`config.mk`:
```
export PLATFORM = sky130hd
export DESIGN_NAME = touch_sample_dejitter_filter
export DESIGN_NICKNAME = d
export VERILOG_FILES = /design/src/hdl/tsdf_pkg.sv /design/src/hdl/tsdf_divider.sv /design/src/hdl/tsdf_queue.sv /design/src/hdl/tsdf_front.sv /design/src/hdl/tsdf_back.sv /design/src/hdl/touch_sample_dejitter_filter.sv
export SDC_FILE = /design/constraint.sdc
export NUM_CORES = 2
export LEC_CHECK = 0
export BUFFER_PORTS_ARGS = -buffer_cell sky130_fd_sc_hd__buf_2
export CAP_MARGIN = 25
export CELL_PAD_IN_SITES_DETAIL_PLACEMENT = 0
export CELL_PAD_IN_SITES_GLOBAL_PLACEMENT = 1
export CORE_UTILIZATION = 52
export CTS_CLUSTER_DIAMETER = 50
export DETAILED_ROUTE_END_ITERATION = 10
export GPL_ROUTABILITY_DRIVEN = 0
export HOLD_SLACK_MARGIN = 0.02
export PLACE_DENSITY_LB_ADDON = 0.1
export SKIP_CTS_REPAIR_TIMING = 1
export SLEW_MARGIN = 10
export SYNTH_ARGS = -nofsm -noshare
export SYNTH_HDL_FRONTEND = slang
export SYNTH_HIERARCHICAL = 1
export SYNTH_SLANG_ARGS = --single-unit
```
`constraint.sdc`:
```
create_clock -name clk -period 15.26 [get_ports clk]
set_clock_uncertainty 0.1 [all_clocks]
set_input_delay 1.526 -clock clk [delete_from_list [all_inputs] [get_ports clk]]
set_output_delay 1.526 -clock clk [all_outputs]
set_load 0.005 [all_outputs]
```
`src/hdl/tsdf_pkg.sv`:
```
package tsdf_pkg;

    localparam int DATA_W     = 12;
    localparam int JIT_W      = 26;
    localparam int MODE_W     = 4;
    localparam int CFG_IDX_W  = 3;
    localparam int CFG_DATA_W = 26;
    localparam int PROD_W     = 2 * DATA_W;

    localparam int DEF_HISTORY_DEPTH = 6;
    localparam int DEF_PANEL_WIDTH   = 320;
    localparam int DEF_PANEL_HEIGHT  = 240;

    localparam logic [DATA_W-1:0] RST_PRESSURE_THR = 12'd100;
    localparam logic [JIT_W-1:0]  RST_JITTER_THR   = 26'd30;
    localparam logic [DATA_W-1:0] RST_RAW_MIN      = 12'd0;
    localparam logic [DATA_W-1:0] RST_RAW_MAX      = 12'd4095;
    localparam logic [MODE_W-1:0] RST_MODE         = 4'd1;

    // mode_flags bit positions
    localparam int MODE_CAL    = 0;
    localparam int MODE_FLIP_X = 1;
    localparam int MODE_FLIP_Y = 2;
    localparam int MODE_PIN    = 3;

    typedef enum logic [CFG_IDX_W-1:0] {
        REG_PRESSURE_THR = 3'd0,
        REG_JITTER_THR   = 3'd1,
        REG_RAW_X_MIN    = 3'd2,
        REG_RAW_X_MAX    = 3'd3,
        REG_RAW_Y_MIN    = 3'd4,
        REG_RAW_Y_MAX    = 3'd5,
        REG_MODE         = 3'd6
    } cfg_reg_t;

    typedef enum logic [1:0] {
        PH_NONE = 2'd0,
        PH_DOWN = 2'd1,
        PH_MOVE = 2'd2,
        PH_LIFT = 2'd3
    } phase_t;

    typedef struct packed {
        logic [DATA_W-1:0] pressure_threshold;
        logic [JIT_W-1:0]  jitter_threshold;
        logic [DATA_W-1:0] raw_x_min;
        logic [DATA_W-1:0] raw_x_max;
        logic [DATA_W-1:0] raw_y_min;
        logic [DATA_W-1:0] raw_y_max;
        logic [MODE_W-1:0] mode_flags;
    } cfg_t;

    typedef struct packed {
        logic              pen_up;
        logic [DATA_W-1:0] x;
        logic [DATA_W-1:0] y;
    } sample_t;

    typedef enum logic [1:0] {
        FR_IDLE,
        FR_MUL,
        FR_WAIT,
        FR_PUSH
    } front_state_t;

    typedef enum logic [3:0] {
        BK_IDLE,
        BK_RD_OLD,
        BK_RD_MID,
        BK_RD_NEW,
        BK_SQ,
        BK_JIT,
        BK_SUM,
        BK_DIV,
        BK_APPEND,
        BK_DONE
    } back_state_t;

endpackage

```
`src/hdl/tsdf_divider.sv`:
```
module tsdf_divider #(
    parameter int NUM_W = 24,
    parameter int DEN_W = 12
) (
    input  logic             clk,
    input  logic             rst_n,
    input  logic             start,
    input  logic [NUM_W-1:0] num,
    input  logic [DEN_W-1:0] den,
    output logic             done,
    output logic [NUM_W-1:0] quot
);
    localparam int CNT_W = $clog2(NUM_W + 1);

    logic             busy_reg;
    logic             done_reg;
    logic [CNT_W-1:0] cnt_reg;
    logic [DEN_W-1:0] rem_reg;
    logic [DEN_W-1:0] den_reg;
    logic [NUM_W-1:0] quot_reg;
    logic [DEN_W:0]   trial;
    logic [DEN_W:0]   trial_sub;
    logic             take;

    // one quotient bit per cycle, restoring
    assign trial     = {rem_reg, quot_reg[NUM_W-1]};
    assign trial_sub = trial - {1'b0, den_reg};
    assign take      = (trial >= {1'b0, den_reg});

    always_ff @(posedge clk or negedge rst_n)
    begin
        if (!rst_n)
        begin
            busy_reg <= 1'b0;
            done_reg <= 1'b0;
            cnt_reg  <= '0;
        end
        else if (start)
        begin
            busy_reg <= 1'b1;
            done_reg <= 1'b0;
            cnt_reg  <= CNT_W'(NUM_W);
        end
        else if (busy_reg)
        begin
            cnt_reg <= cnt_reg - CNT_W'(1);
            if (cnt_reg == CNT_W'(1))
            begin
                busy_reg <= 1'b0;
                done_reg <= 1'b1;
            end
        end
        else
        begin
            done_reg <= 1'b0;
        end
    end

    always_ff @(posedge clk)
    begin
        if (start)
        begin
            quot_reg <= num;
            rem_reg  <= '0;
            den_reg  <= den;
        end
        else if (busy_reg)
        begin
            quot_reg <= {quot_reg[NUM_W-2:0], take};
            rem_reg  <= take ? trial_sub[DEN_W-1:0] : trial[DEN_W-1:0];
        end
    end

    assign done = done_reg;
    assign quot = quot_reg;

endmodule

```
`src/hdl/tsdf_queue.sv`:
```
module tsdf_queue (
    input  logic              clk,
    input  logic              rst_n,
    input  logic              push,
    input  tsdf_pkg::sample_t wdata,
    output logic              full,
    input  logic              pop,
    output tsdf_pkg::sample_t rdata,
    output logic              empty
);
    import tsdf_pkg::*;

    sample_t     mem_reg [2];
    logic        wr_ptr_reg;
    logic        rd_ptr_reg;
    logic [1:0]  cnt_reg;
    logic        do_push;
    logic        do_pop;

    assign full    = (cnt_reg == 2'd2);
    assign empty   = (cnt_reg == 2'd0);
    assign do_push = push && !full;
    assign do_pop  = pop && !empty;
    assign rdata   = mem_reg[rd_ptr_reg];

    always_ff @(posedge clk or negedge rst_n)
    begin
        if (!rst_n)
        begin
            wr_ptr_reg <= 1'b0;
            rd_ptr_reg <= 1'b0;
            cnt_reg    <= 2'd0;
        end
        else
        begin
            if (do_push)
                wr_ptr_reg <= !wr_ptr_reg;
            if (do_pop)
                rd_ptr_reg <= !rd_ptr_reg;
            if (do_push && !do_pop)
                cnt_reg <= cnt_reg + 2'd1;
            else if (do_pop && !do_push)
                cnt_reg <= cnt_reg - 2'd1;
        end
    end

    always_ff @(posedge clk)
    begin
        if (do_push)
            mem_reg[wr_ptr_reg] <= wdata;
    end

endmodule

```
`src/hdl/tsdf_front.sv`:
```
module tsdf_front #(
    parameter int PANEL_WIDTH  = tsdf_pkg::DEF_PANEL_WIDTH,
    parameter int PANEL_HEIGHT = tsdf_pkg::DEF_PANEL_HEIGHT
) (
    input  logic                        clk,
    input  logic                        rst_n,
    input  tsdf_pkg::cfg_t              cfg,
    input  logic                        push,
    output logic                        full,
    input  logic [tsdf_pkg::DATA_W-1:0] pressure,
    input  logic                        pen_up_pin,
    input  logic [tsdf_pkg::DATA_W-1:0] raw_x,
    input  logic [tsdf_pkg::DATA_W-1:0] raw_y,
    output logic                        q_push,
    output tsdf_pkg::sample_t           q_data,
    input  logic                        q_full
);
    import tsdf_pkg::*;

    localparam logic [DATA_W-1:0] PW  = DATA_W'(PANEL_WIDTH);
    localparam logic [DATA_W-1:0] PH  = DATA_W'(PANEL_HEIGHT);
    localparam logic [PROD_W-1:0] PW1 = PROD_W'(PANEL_WIDTH - 1);
    localparam logic [PROD_W-1:0] PH1 = PROD_W'(PANEL_HEIGHT - 1);

    front_state_t      state_reg, state_next;
    logic              pen_reg, pen_next;
    logic [DATA_W-1:0] rx_reg, rx_next;
    logic [DATA_W-1:0] ry_reg, ry_next;
    logic [DATA_W-1:0] vx_reg, vx_next;
    logic [DATA_W-1:0] vy_reg, vy_next;
    logic [PROD_W-1:0] numx_reg, numx_next;
    logic [PROD_W-1:0] numy_reg, numy_next;
    logic [DATA_W-1:0] spx_reg, spx_next;
    logic [DATA_W-1:0] spy_reg, spy_next;
    logic              clrx_reg, clrx_next;
    logic              clry_reg, clry_next;

    logic              div_start;
    logic              divx_done;
    logic              divy_done;
    logic [PROD_W-1:0] qx;
    logic [PROD_W-1:0] qy;

    logic [DATA_W:0]   dx, dy, sx, sy;
    logic [DATA_W-1:0] mdx, mdy, msx, msy;

    // the dividers load at the same edge that starts them
    tsdf_divider #(.NUM_W(PROD_W), .DEN_W(DATA_W)) u_divx (
        .clk   (clk),
        .rst_n (rst_n),
        .start (div_start),
        .num   (numx_next),
        .den   (spx_next),
        .done  (divx_done),
        .quot  (qx)
    );

    tsdf_divider #(.NUM_W(PROD_W), .DEN_W(DATA_W)) u_divy (
        .clk   (clk),
        .rst_n (rst_n),
        .start (div_start),
        .num   (numy_next),
        .den   (spy_next),
        .done  (divy_done),
        .quot  (qy)
    );

    // signed differences as 13-bit two's complement
    assign dx  = {1'b0, rx_reg} - {1'b0, cfg.raw_x_min};
    assign dy  = {1'b0, ry_reg} - {1'b0, cfg.raw_y_min};
    assign sx  = {1'b0, cfg.raw_x_max} - {1'b0, cfg.raw_x_min};
    assign sy  = {1'b0, cfg.raw_y_max} - {1'b0, cfg.raw_y_min};
    assign mdx = dx[DATA_W] ? DATA_W'(-dx) : dx[DATA_W-1:0];
    assign mdy = dy[DATA_W] ? DATA_W'(-dy) : dy[DATA_W-1:0];
    assign msx = sx[DATA_W] ? DATA_W'(-sx) : sx[DATA_W-1:0];
    assign msy = sy[DATA_W] ? DATA_W'(-sy) : sy[DATA_W-1:0];

    always_ff @(posedge clk or negedge rst_n)
    begin
        if (!rst_n)
            state_reg <= FR_IDLE;
        else
            state_reg <= state_next;
    end

    always_ff @(posedge clk)
    begin
        pen_reg  <= pen_next;
        rx_reg   <= rx_next;
        ry_reg   <= ry_next;
        vx_reg   <= vx_next;
        vy_reg   <= vy_next;
        numx_reg <= numx_next;
        numy_reg <= numy_next;
        spx_reg  <= spx_next;
        spy_reg  <= spy_next;
        clrx_reg <= clrx_next;
        clry_reg <= clry_next;
    end

    always_comb
    begin
        state_next = state_reg;
        pen_next   = pen_reg;
        rx_next    = rx_reg;
        ry_next    = ry_reg;
        vx_next    = vx_reg;
        vy_next    = vy_reg;
        numx_next  = numx_reg;
        numy_next  = numy_reg;
        spx_next   = spx_reg;
        spy_next   = spy_reg;
        clrx_next  = clrx_reg;
        clry_next  = clry_reg;
        div_start  = 1'b0;
        q_push     = 1'b0;

        case (state_reg)
            FR_IDLE:
            begin
                if (push)
                begin
                    pen_next = cfg.mode_flags[MODE_PIN] ? pen_up_pin
                                                        : (pressure < cfg.pressure_threshold);
                    rx_next  = raw_x;
                    ry_next  = raw_y;
                    vx_next  = raw_x;
                    vy_next  = raw_y;
                    state_next = cfg.mode_flags[MODE_CAL] ? FR_MUL : FR_PUSH;
                end
            end
            FR_MUL:
            begin
                // zero span or opposite signs give zero after the clamp
                numx_next = PROD_W'(mdx * PW);
                numy_next = PROD_W'(mdy * PH);
                spx_next  = msx;
                spy_next  = msy;
                clrx_next = (msx == '0) || (dx[DATA_W] != sx[DATA_W]);
                clry_next = (msy == '0) || (dy[DATA_W] != sy[DATA_W]);
                div_start = 1'b1;
                state_next = FR_WAIT;
            end
            FR_WAIT:
            begin
                if (divx_done)
                begin
                    vx_next = clrx_reg ? '0 : (qx > PW1) ? PW1[DATA_W-1:0] : qx[DATA_W-1:0];
                    vy_next = clry_reg ? '0 : (qy > PH1) ? PH1[DATA_W-1:0] : qy[DATA_W-1:0];
                    state_next = FR_PUSH;
                end
            end
            FR_PUSH:
            begin
                if (!q_full)
                begin
                    q_push     = 1'b1;
                    state_next = FR_IDLE;
                end
            end
            default:
            begin
                state_next = FR_IDLE;
            end
        endcase
    end

    // flip saturates at zero
    always_comb
    begin
        q_data.pen_up = pen_reg;
        q_data.x = vx_reg;
        q_data.y = vy_reg;
        if (cfg.mode_flags[MODE_FLIP_X])
            q_data.x = (vx_reg > PW) ? '0 : (PW - vx_reg);
        if (cfg.mode_flags[MODE_FLIP_Y])
            q_data.y = (vy_reg > PH) ? '0 : (PH - vy_reg);
    end

    assign full = (state_reg != FR_IDLE) || divy_done;

endmodule

```
`src/hdl/tsdf_back.sv`:
```
module tsdf_back #(
    parameter int HISTORY_DEPTH = tsdf_pkg::DEF_HISTORY_DEPTH
) (
    input  logic                        clk,
    input  logic                        rst_n,
    input  logic [tsdf_pkg::JIT_W-1:0]  jitter_threshold,
    input  logic                        q_empty,
    input  tsdf_pkg::sample_t           q_data,
    output logic                        q_pop,
    output logic                        empty,
    input  logic                        pop,
    output logic [1:0]                  phase,
    output logic                        position_valid,
    output logic [tsdf_pkg::DATA_W-1:0] x_out,
    output logic [tsdf_pkg::DATA_W-1:0] y_out
);
    import tsdf_pkg::*;

    localparam int CNT_W = $clog2(HISTORY_DEPTH + 1);
    localparam int IDX_W = $clog2(HISTORY_DEPTH);
    localparam int SUM_W = DATA_W + $clog2(HISTORY_DEPTH);
    localparam int SQ_W  = PROD_W + 1;
    localparam logic [CNT_W-1:0] DEPTH_C = CNT_W'(HISTORY_DEPTH);

    logic [DATA_W-1:0] hx_reg [HISTORY_DEPTH];
    logic [DATA_W-1:0] hy_reg [HISTORY_DEPTH];

    back_state_t       state_reg, state_next;
    logic [CNT_W-1:0]  count_reg, count_next;
    phase_t            phase_reg, phase_next;
    logic [IDX_W-1:0]  idx_reg, idx_next;
    logic [1:0]        step_reg, step_next;
    sample_t           smp_reg, smp_next;
    logic              app_reg, app_next;
    logic              pv_reg, pv_next;
    logic [DATA_W-1:0] ox_reg, ox_next, oy_reg, oy_next;
    logic [DATA_W-1:0] mx_reg, mx_next, my_reg, my_next;
    logic [DATA_W-1:0] nx_reg, nx_next, ny_reg, ny_next;
    logic [SQ_W-1:0]   dthis_reg, dthis_next, dprev_reg, dprev_next;
    logic [SUM_W-1:0]  sx_reg, sx_next, sy_reg, sy_next;
    logic [DATA_W-1:0] ax_reg, ax_next, ay_reg, ay_next;

    logic              res_valid_reg, res_valid_next;
    phase_t            res_phase_reg, res_phase_next;
    logic              res_pv_reg, res_pv_next;
    logic [DATA_W-1:0] res_x_reg, res_x_next, res_y_reg, res_y_next;

    logic [IDX_W-1:0]  rd_idx;
    logic [DATA_W-1:0] rd_x, rd_y;
    logic [CNT_W-1:0]  cm1, cm2, cm3;
    logic [IDX_W-1:0]  last_idx;
    logic              jit_wr;
    logic              app_wr;
    logic [DATA_W-1:0] sq_a, sq_b, sq_d;
    logic [PROD_W-1:0] sq;
    logic              div_start;
    logic              divx_done;
    logic              divy_done;
    logic [SUM_W-1:0]  qx, qy;
    phase_t            ph;

    assign cm1      = count_reg - CNT_W'(1);
    assign cm2      = count_reg - CNT_W'(2);
    assign cm3      = count_reg - CNT_W'(3);
    assign last_idx = (count_reg <= CNT_W'(2)) ? '0 : cm2[IDX_W-1:0];
    assign rd_x     = hx_reg[rd_idx];
    assign rd_y     = hy_reg[rd_idx];

    tsdf_divider #(.NUM_W(SUM_W), .DEN_W(CNT_W)) u_divx (
        .clk   (clk),
        .rst_n (rst_n),
        .start (div_start),
        .num   (sx_next),
        .den   (cm1),
        .done  (divx_done),
        .quot  (qx)
    );

    tsdf_divider #(.NUM_W(SUM_W), .DEN_W(CNT_W)) u_divy (
        .clk   (clk),
        .rst_n (rst_n),
        .start (div_start),
        .num   (sy_next),
        .den   (cm1),
        .done  (divy_done),
        .quot  (qy)
    );

    // squared distance terms, one per step
    always_comb
    begin
        case (step_reg)
            2'd0:    begin sq_a = nx_reg; sq_b = ox_reg; end
            2'd1:    begin sq_a = ny_reg; sq_b = oy_reg; end
            2'd2:    begin sq_a = mx_reg; sq_b = ox_reg; end
            default: begin sq_a = my_reg; sq_b = oy_reg; end
        endcase
        sq_d = (sq_a > sq_b) ? (sq_a - sq_b) : (sq_b - sq_a);
        sq   = sq_d * sq_d;
    end

    always_ff @(posedge clk)
    begin
        if (jit_wr)
        begin
            hx_reg[cm2[IDX_W-1:0]] <= ox_reg;
            hy_reg[cm2[IDX_W-1:0]] <= oy_reg;
        end
        else if (app_wr)
        begin
            if (count_reg >= DEPTH_C)
            begin
                for (int i = 1; i < HISTORY_DEPTH; i++)
                begin
                    hx_reg[i-1] <= hx_reg[i];
                    hy_reg[i-1] <= hy_reg[i];
                end
                hx_reg[HISTORY_DEPTH-1] <= smp_reg.x;
                hy_reg[HISTORY_DEPTH-1] <= smp_reg.y;
            end
            else
            begin
                hx_reg[count_reg[IDX_W-1:0]] <= smp_reg.x;
                hy_reg[count_reg[IDX_W-1:0]] <= smp_reg.y;
            end
        end
    end

    always_ff @(posedge clk or negedge rst_n)
    begin
        if (!rst_n)
        begin
            state_reg     <= BK_IDLE;
            count_reg     <= '0;
            phase_reg     <= PH_NONE;
            res_valid_reg <= 1'b0;
        end
        else
        begin
            state_reg     <= state_next;
            count_reg     <= count_next;
            phase_reg     <= phase_next;
            res_valid_reg <= res_valid_next;
        end
    end

    always_ff @(posedge clk)
    begin
        idx_reg       <= idx_next;
        step_reg      <= step_next;
        smp_reg       <= smp_next;
        app_reg       <= app_next;
        pv_reg        <= pv_next;
        ox_reg        <= ox_next;
        oy_reg        <= oy_next;
        mx_reg        <= mx_next;
        my_reg        <= my_next;
        nx_reg        <= nx_next;
        ny_reg        <= ny_next;
        dthis_reg     <= dthis_next;
        dprev_reg     <= dprev_next;
        sx_reg        <= sx_next;
        sy_reg        <= sy_next;
        ax_reg        <= ax_next;
        ay_reg        <= ay_next;
        res_phase_reg <= res_phase_next;
        res_pv_reg    <= res_pv_next;
        res_x_reg     <= res_x_next;
        res_y_reg     <= res_y_next;
    end

    always_comb
    begin
        state_next     = state_reg;
        count_next     = count_reg;
        phase_next     = phase_reg;
        idx_next       = idx_reg;
        step_next      = step_reg;
        smp_next       = smp_reg;
        app_next       = app_reg;
        pv_next        = pv_reg;
        ox_next        = ox_reg;
        oy_next        = oy_reg;
        mx_next        = mx_reg;
        my_next        = my_reg;
        nx_next        = nx_reg;
        ny_next        = ny_reg;
        dthis_next     = dthis_reg;
        dprev_next     = dprev_reg;
        sx_next        = sx_reg;
        sy_next        = sy_reg;
        ax_next        = ax_reg;
        ay_next        = ay_reg;
        res_valid_next = res_valid_reg && !pop;
        res_phase_next = res_phase_reg;
        res_pv_next    = res_pv_reg;
        res_x_next     = res_x_reg;
        res_y_next     = res_y_reg;
        rd_idx         = idx_reg;
        jit_wr         = 1'b0;
        app_wr         = 1'b0;
        div_start      = 1'b0;
        q_pop          = 1'b0;
        ph             = phase_reg;

        case (state_reg)
            BK_IDLE:
            begin
                if (!q_empty)
                begin
                    q_pop    = 1'b1;
                    smp_next = q_data;
                    idx_next = '0;
                    sx_next  = '0;
                    sy_next  = '0;
                    ax_next  = '0;
                    ay_next  = '0;
                    pv_next  = 1'b0;
                    if (q_data.pen_up && phase_reg != PH_DOWN && phase_reg != PH_MOVE)
                    begin
                        // pen up outside a stroke: clear and report phase none with no position
                        phase_next = PH_NONE;
                        count_next = '0;
                        app_next   = 1'b0;
                        state_next = BK_DONE;
                    end
                    else
                    begin
                        ph = q_data.pen_up ? PH_LIFT : phase_reg;
                        if (count_reg != '0 && (ph == PH_NONE || ph == PH_DOWN))
                            ph = phase_t'(ph + 2'd1);
                        phase_next = ph;
                        app_next   = 1'b1;
                        pv_next    = (count_reg != '0);
                        if (count_reg == '0)
                            state_next = BK_APPEND;
                        else if (count_reg >= CNT_W'(3))
                            state_next = BK_RD_OLD;
                        else
                            state_next = BK_SUM;
                    end
                end
            end
            BK_RD_OLD:
            begin
                rd_idx     = cm3[IDX_W-1:0];
                ox_next    = rd_x;
                oy_next    = rd_y;
                state_next = BK_RD_MID;
            end
            BK_RD_MID:
            begin
                rd_idx     = cm2[IDX_W-1:0];
                mx_next    = rd_x;
                my_next    = rd_y;
                state_next = BK_RD_NEW;
            end
            BK_RD_NEW:
            begin
                rd_idx     = cm1[IDX_W-1:0];
                nx_next    = rd_x;
                ny_next    = rd_y;
                step_next  = 2'd0;
                state_next = BK_SQ;
            end
            BK_SQ:
            begin
                case (step_reg)
                    2'd0:    dthis_next = SQ_W'(sq);
                    2'd1:    dthis_next = dthis_reg + SQ_W'(sq);
                    2'd2:    dprev_next = SQ_W'(sq);
                    default: dprev_next = dprev_reg + SQ_W'(sq);
                endcase
                step_next = step_reg + 2'd1;
                if (step_reg == 2'd3)
                    state_next = BK_JIT;
            end
            BK_JIT:
            begin
                // pull the middle entry back onto the oldest of the three
                jit_wr = ((JIT_W'(dprev_reg) > jitter_threshold) && (dthis_reg < dprev_reg))
                         || (JIT_W'(dprev_reg) < jitter_threshold);
                state_next = BK_SUM;
            end
            BK_SUM:
            begin
                rd_idx  = idx_reg;
                sx_next = sx_reg + SUM_W'(rd_x);
                sy_next = sy_reg + SUM_W'(rd_y);
                idx_next = idx_reg + IDX_W'(1);
                if (idx_reg == last_idx)
                begin
                    if (count_reg > CNT_W'(2))
                    begin
                        div_start  = 1'b1;
                        state_next = BK_DIV;
                    end
                    else
                    begin
                        ax_next    = sx_next[DATA_W-1:0];
                        ay_next    = sy_next[DATA_W-1:0];
                        state_next = BK_APPEND;
                    end
                end
            end
            BK_DIV:
            begin
                if (divx_done && divy_done)
                begin
                    ax_next    = qx[DATA_W-1:0];
                    ay_next    = qy[DATA_W-1:0];
                    state_next = BK_APPEND;
                end
            end
            BK_APPEND:
            begin
                app_wr = app_reg;
                if (count_reg < DEPTH_C)
                    count_next = count_reg + CNT_W'(1);
                state_next = BK_DONE;
            end
            BK_DONE:
            begin
                if (!res_valid_reg || pop)
                begin
                    res_valid_next = 1'b1;
                    res_phase_next = phase_reg;
                    res_pv_next    = pv_reg;
                    res_x_next     = ax_reg;
                    res_y_next     = ay_reg;
                    state_next     = BK_IDLE;
                end
            end
            default:
            begin
                state_next = BK_IDLE;
            end
        endcase
    end

    assign empty          = !res_valid_reg;
    assign phase          = res_phase_reg;
    assign position_valid = res_pv_reg;
    assign x_out          = res_x_reg;
    assign y_out          = res_y_reg;

endmodule

```
`src/hdl/touch_sample_dejitter_filter.sv`:
```
// Calibration adds the work of the front's two 24-step dividers, which run side by side.
// Once three entries are held the back adds history reads, squared distances, a sum walk
//   and the average divider.
// At the default depth with a full history the back sets the pace; the front overlaps with
//   it through a 2-deep queue, so it can take a new sample while the back works on an earlier
//   one.
// Reset (rst_n, async low): registers return to their reset values, phase to none,
//   history empty, the queue and the result empty. History storage itself is not cleared.
module touch_sample_dejitter_filter #(
    parameter int HISTORY_DEPTH = tsdf_pkg::DEF_HISTORY_DEPTH,
    parameter int PANEL_WIDTH   = tsdf_pkg::DEF_PANEL_WIDTH,
    parameter int PANEL_HEIGHT  = tsdf_pkg::DEF_PANEL_HEIGHT
) (
    input  logic                            clk,
    input  logic                            rst_n,
    input  logic                            cfg_write,
    input  logic [tsdf_pkg::CFG_IDX_W-1:0]  cfg_index,
    input  logic [tsdf_pkg::CFG_DATA_W-1:0] cfg_data,
    input  logic                            push,
    output logic                            full,
    input  logic [tsdf_pkg::DATA_W-1:0]     pressure,
    input  logic                            pen_up_pin,
    input  logic [tsdf_pkg::DATA_W-1:0]     raw_x,
    input  logic [tsdf_pkg::DATA_W-1:0]     raw_y,
    output logic                            empty,
    input  logic                            pop,
    output logic [1:0]                      phase,
    output logic                            position_valid,
    output logic [tsdf_pkg::DATA_W-1:0]     x_out,
    output logic [tsdf_pkg::DATA_W-1:0]     y_out
);
    import tsdf_pkg::*;

    cfg_t    cfg_reg;
    logic    fq_push;
    sample_t fq_wdata;
    logic    fq_full;
    logic    fq_pop;
    sample_t fq_rdata;
    logic    fq_empty;

    // Configuration registers, no read-back: written only while idle; the block does not enforce it.
    always_ff @(posedge clk or negedge rst_n)
    begin
        if (!rst_n)
        begin
            cfg_reg.pressure_threshold <= RST_PRESSURE_THR;
            cfg_reg.jitter_threshold   <= RST_JITTER_THR;
            cfg_reg.raw_x_min          <= RST_RAW_MIN;
            cfg_reg.raw_x_max          <= RST_RAW_MAX;
            cfg_reg.raw_y_min          <= RST_RAW_MIN;
            cfg_reg.raw_y_max          <= RST_RAW_MAX;
            cfg_reg.mode_flags         <= RST_MODE;
        end
        else if (cfg_write)
        begin
            case (cfg_reg_t'(cfg_index))
                REG_PRESSURE_THR: cfg_reg.pressure_threshold <= cfg_data[DATA_W-1:0];
                REG_JITTER_THR:   cfg_reg.jitter_threshold   <= cfg_data[JIT_W-1:0];
                REG_RAW_X_MIN:    cfg_reg.raw_x_min          <= cfg_data[DATA_W-1:0];
                REG_RAW_X_MAX:    cfg_reg.raw_x_max          <= cfg_data[DATA_W-1:0];
                REG_RAW_Y_MIN:    cfg_reg.raw_y_min          <= cfg_data[DATA_W-1:0];
                REG_RAW_Y_MAX:    cfg_reg.raw_y_max          <= cfg_data[DATA_W-1:0];
                REG_MODE:         cfg_reg.mode_flags         <= cfg_data[MODE_W-1:0];
                default:          ;
            endcase
        end
    end

    // Front: decide pen state, then calibrate, clamp and flip the new sample as the mode flags select.
    tsdf_front #(
        .PANEL_WIDTH  (PANEL_WIDTH),
        .PANEL_HEIGHT (PANEL_HEIGHT)
    ) u_front (
        .clk        (clk),
        .rst_n      (rst_n),
        .cfg        (cfg_reg),
        .push       (push),
        .full       (full),
        .pressure   (pressure),
        .pen_up_pin (pen_up_pin),
        .raw_x      (raw_x),
        .raw_y      (raw_y),
        .q_push     (fq_push),
        .q_data     (fq_wdata),
        .q_full     (fq_full)
    );

    // Hold classified samples so the front can run ahead of the back.
    tsdf_queue u_queue (
        .clk   (clk),
        .rst_n (rst_n),
        .push  (fq_push),
        .wdata (fq_wdata),
        .full  (fq_full),
        .pop   (fq_pop),
        .rdata (fq_rdata),
        .empty (fq_empty)
    );

    // Back: stroke phase, dejitter, average of older entries, history append.
    tsdf_back #(
        .HISTORY_DEPTH (HISTORY_DEPTH)
    ) u_back (
        .clk              (clk),
        .rst_n            (rst_n),
        .jitter_threshold (cfg_reg.jitter_threshold),
        .q_empty          (fq_empty),
        .q_data           (fq_rdata),
        .q_pop            (fq_pop),
        .empty            (empty),
        .pop              (pop),
        .phase            (phase),
        .position_valid   (position_valid),
        .x_out            (x_out),
        .y_out            (y_out)
    );

    // The front is busy in the cycle after it takes an item.
    a_busy_after_accept: assert property (@(posedge clk) disable iff (!rst_n)
        (push && !full) |=> full)
        else $error("front accepted back-to-back items");

    // A reported position always belongs to a stroke.
    a_valid_in_stroke: assert property (@(posedge clk) disable iff (!rst_n)
        (!empty && position_valid) |-> (phase != PH_NONE))
        else $error("position reported with phase none");

    // Phase none carries a zero position.
    a_none_zero: assert property (@(posedge clk) disable iff (!rst_n)
        (!empty && phase == PH_NONE) |-> (x_out == '0 && y_out == '0 && !position_valid))
        else $error("phase none with nonzero position");

endmodule
```
==> flow_summary.ini <==
[sta]
rsz0062_at_grt = false
drv_slew = 0
relSlewSlack_pct = 29.4
worst_pin_slew_ns = 1.06
clock.fmax_mhz = 79.5
fin_crit_ns = 12.57
hold_viol_final = 0
finalSetupViolations = 0
fin_setup_tns_ns = 0
fin_crit_sh_pct = 82.4

[route]
vias_per_cell = 5.71
drc = 0
routed-via-count = 34603
ant_nets = 0
first_iter_violations = 2300
drt_first_pass_iters = 6
avgRoutedWirePerCell_um = 20.3
wl_mm = 123

[setup_path]
cp_data_required_time_ns = 15.61
startpoint_type = flip-flop
r2r_setup_slack_ns = 2.69
crit_path_start = u_back/step_reg[0]$_SDFFCE_PN0P_
arrival_ns = 12.92
setup.worst_path.end = u_back/dprev_reg[23]$_DFFE_PP_
reg2reg_depth = 43
path_max_fanout = 63
r2r_end = u_back/dprev_reg[23]$_DFFE_PP_
rr_startpoint = u_back/step_reg[0]$_SDFFCE_PN0P_
critPathCaptureType = flip-flop
slowest_stage = a2111oi_0
critical-path-max-stage-delay_ns = 0.75
critPathKind = flip-flop to flip-flop

[synthesis]
ys_top_cells_by_count = edfxtp_1, nand2_1, inv_1
synth-edff-count = 605
synth_ff_type = edfxtp_1
yosys.area.top_type_share_pct = 34.9
yosysSeqAreaShare_pct = 46.4
synthArstFlopShare_pct = 15.2
synth.ff_latch_count = 869
yosysMostFrequentCell = edfxtp_1
ys_top_cells_by_area = edfxtp_1, ha_1, mux2_2
synthesis.area_um2 = 52000
syn_nets = 5102
ys_types = 130
synth.largest_area_cell = edfxtp_1
ys_warn_count = 6
synthCells = 4558
synth.avg_cell_area_um2 = 11.4

[final_layout]
drive_above_1_share_pct = 17.2
synthToLayoutAreaGrowth_pct = 10.9
antenna_cells = 0
nNetsFinal = 5220
final_area_um2 = 57700

[global_routing]
grt_pass1_wl_mm = 195
track_usage_pct = 24.3
grt_max_degree = 105
antenna_found_initial = 3
globalRouteOverflowTotal = 0
grt_pass1_vias = 34330

[die]
fp.dieH_um = 318
fp.dieArea_um2 = 101000
initial_core_util_pct = 52.7
die_x_um = 318
io_pins = 100
coreArea_um2 = 98700
rows = 115

[min_path]
min_path_type = flip-flop to flip-flop
min_from = u_back/ax_reg[8]$_DFFE_PP_

[placement]
portBuffers = 99
dp_hpwl_mm = 89.6
dpl_cell_area_um2 = 53900

[cts]
cts.clk_slew.worst_paths_ns = 0.06
numCtsBuffers = 110
cts.path.max_buffers = 3
clk-insertion-delay-late_ns = 0.71
clock-sinks = 869
h-tree-depth = 3
clock-root-buffer = clkbuf_16
cts_tree = built

[status]
outcome = finished, final reports clean

[run]
cap_violations = 0
-- routing by layer --
layer | global-route usage [%] | share of wire [%]
met4 | 5.45 | 2.0
met1 | 34.0 | 46
met3 | 2.95 | 4.2
met2 | 40.5 | 48
met5 | 0 | 0.0081
-- layout by cell type (no fill, tap or decap), types with 28 or more instances in the layout --
cell,synthesis,final
edfxtp_1,605,605
nand2_1,420,420
inv_1,416,416
ha_1,364,362
nor2_1,250,243
mux2_2,242,242
a21oi_1,197,197
o21a_1,154,154
xnor2_1,146,146
o21ai_0,142,141
dfxtp_1,132,132
clkbuf_16,0,112
fa_1,109,109
dfrtp_1,100,100
buf_2,15,98
nand3_1,91,91
xor2_1,74,74
a21o_1,73,73
nor2b_1,67,65
nor3_1,65,63
mux4_2,48,48
mux2i_1,46,46
buf_4,4,45
mux2_4,42,42
o31ai_1,39,37
nand2b_1,37,36
dfstp_2,32,32
a31oi_1,31,31
o21bai_1,28,28
-- critical path: cells and delay by family (launching register included) --
family	cells	cell delay, ns
AO/OA/AOI/OAI	16	4.14
adder cells (fa/ha/maj)	10	4.07
XOR/XNOR	3	1.21
buffers and inverters	8	1.14
AND/OR/NAND/NOR	5	0.80
flip-flops	1	0.44
multiplexers	1	0.36
-- through the flow --
stage                     cells  utilization [%]  hold WS [ns]  setup slack (ns)
after floorplan            4558                -         0.300              4.59
after global placement     5848             54.6         0.302              2.56
after detailed placement   5849             54.6         0.305              2.45
after CTS                  6059             58.4         0.315              2.37
after global routing       6061             58.4         0.330              1.80
final                      6061             58.4         0.314              2.69
-- how the worst min path moves through the flow --
stage               cells past startpoint  slack, ns                               to
floorplan                               0       0.30  u_back/position_valid$_DFFE_PP_
global placement                        0       0.30        u_back/x_out[1]$_DFFE_PP_
detailed placement                      0       0.30        u_back/x_out[8]$_DFFE_PP_
CTS                                     0       0.31        u_back/x_out[8]$_DFFE_PP_
global route                            0       0.33        u_back/x_out[1]$_DFFE_PP_
finish                                  0       0.31        u_back/x_out[8]$_DFFE_PP_
-- kinds of logic (layout without fill, tap and decap cells) --
family                   count (synthesis)  count (layout)  share of synthesized area [%]
AO/OA/AOI/OAI                          917             917                           12.2
AND/OR/NAND/NOR                       1126            1126                           10.4
adder cells (fa/ha/maj)                474             474                           13.0
buffers and inverters                  565             781                           4.49
XOR/XNOR                               229             229                           4.05
multiplexers                           378             378                           9.42
flip-flops                             869             869                           46.4
-- layout make-up --
class                   count  area (µm²)
well taps                1287        1610
repair buffers            146         882
clock inverters            62         714
fillers                  8299       41000
flip-flops and latches    869       24200
multi-input cells        3124       25700
clock buffers             148        3040
inverters                 425        1600
Power is not shown: default switching activity piles up to over one toggle a cycle in this logic, so the estimate is an artifact.
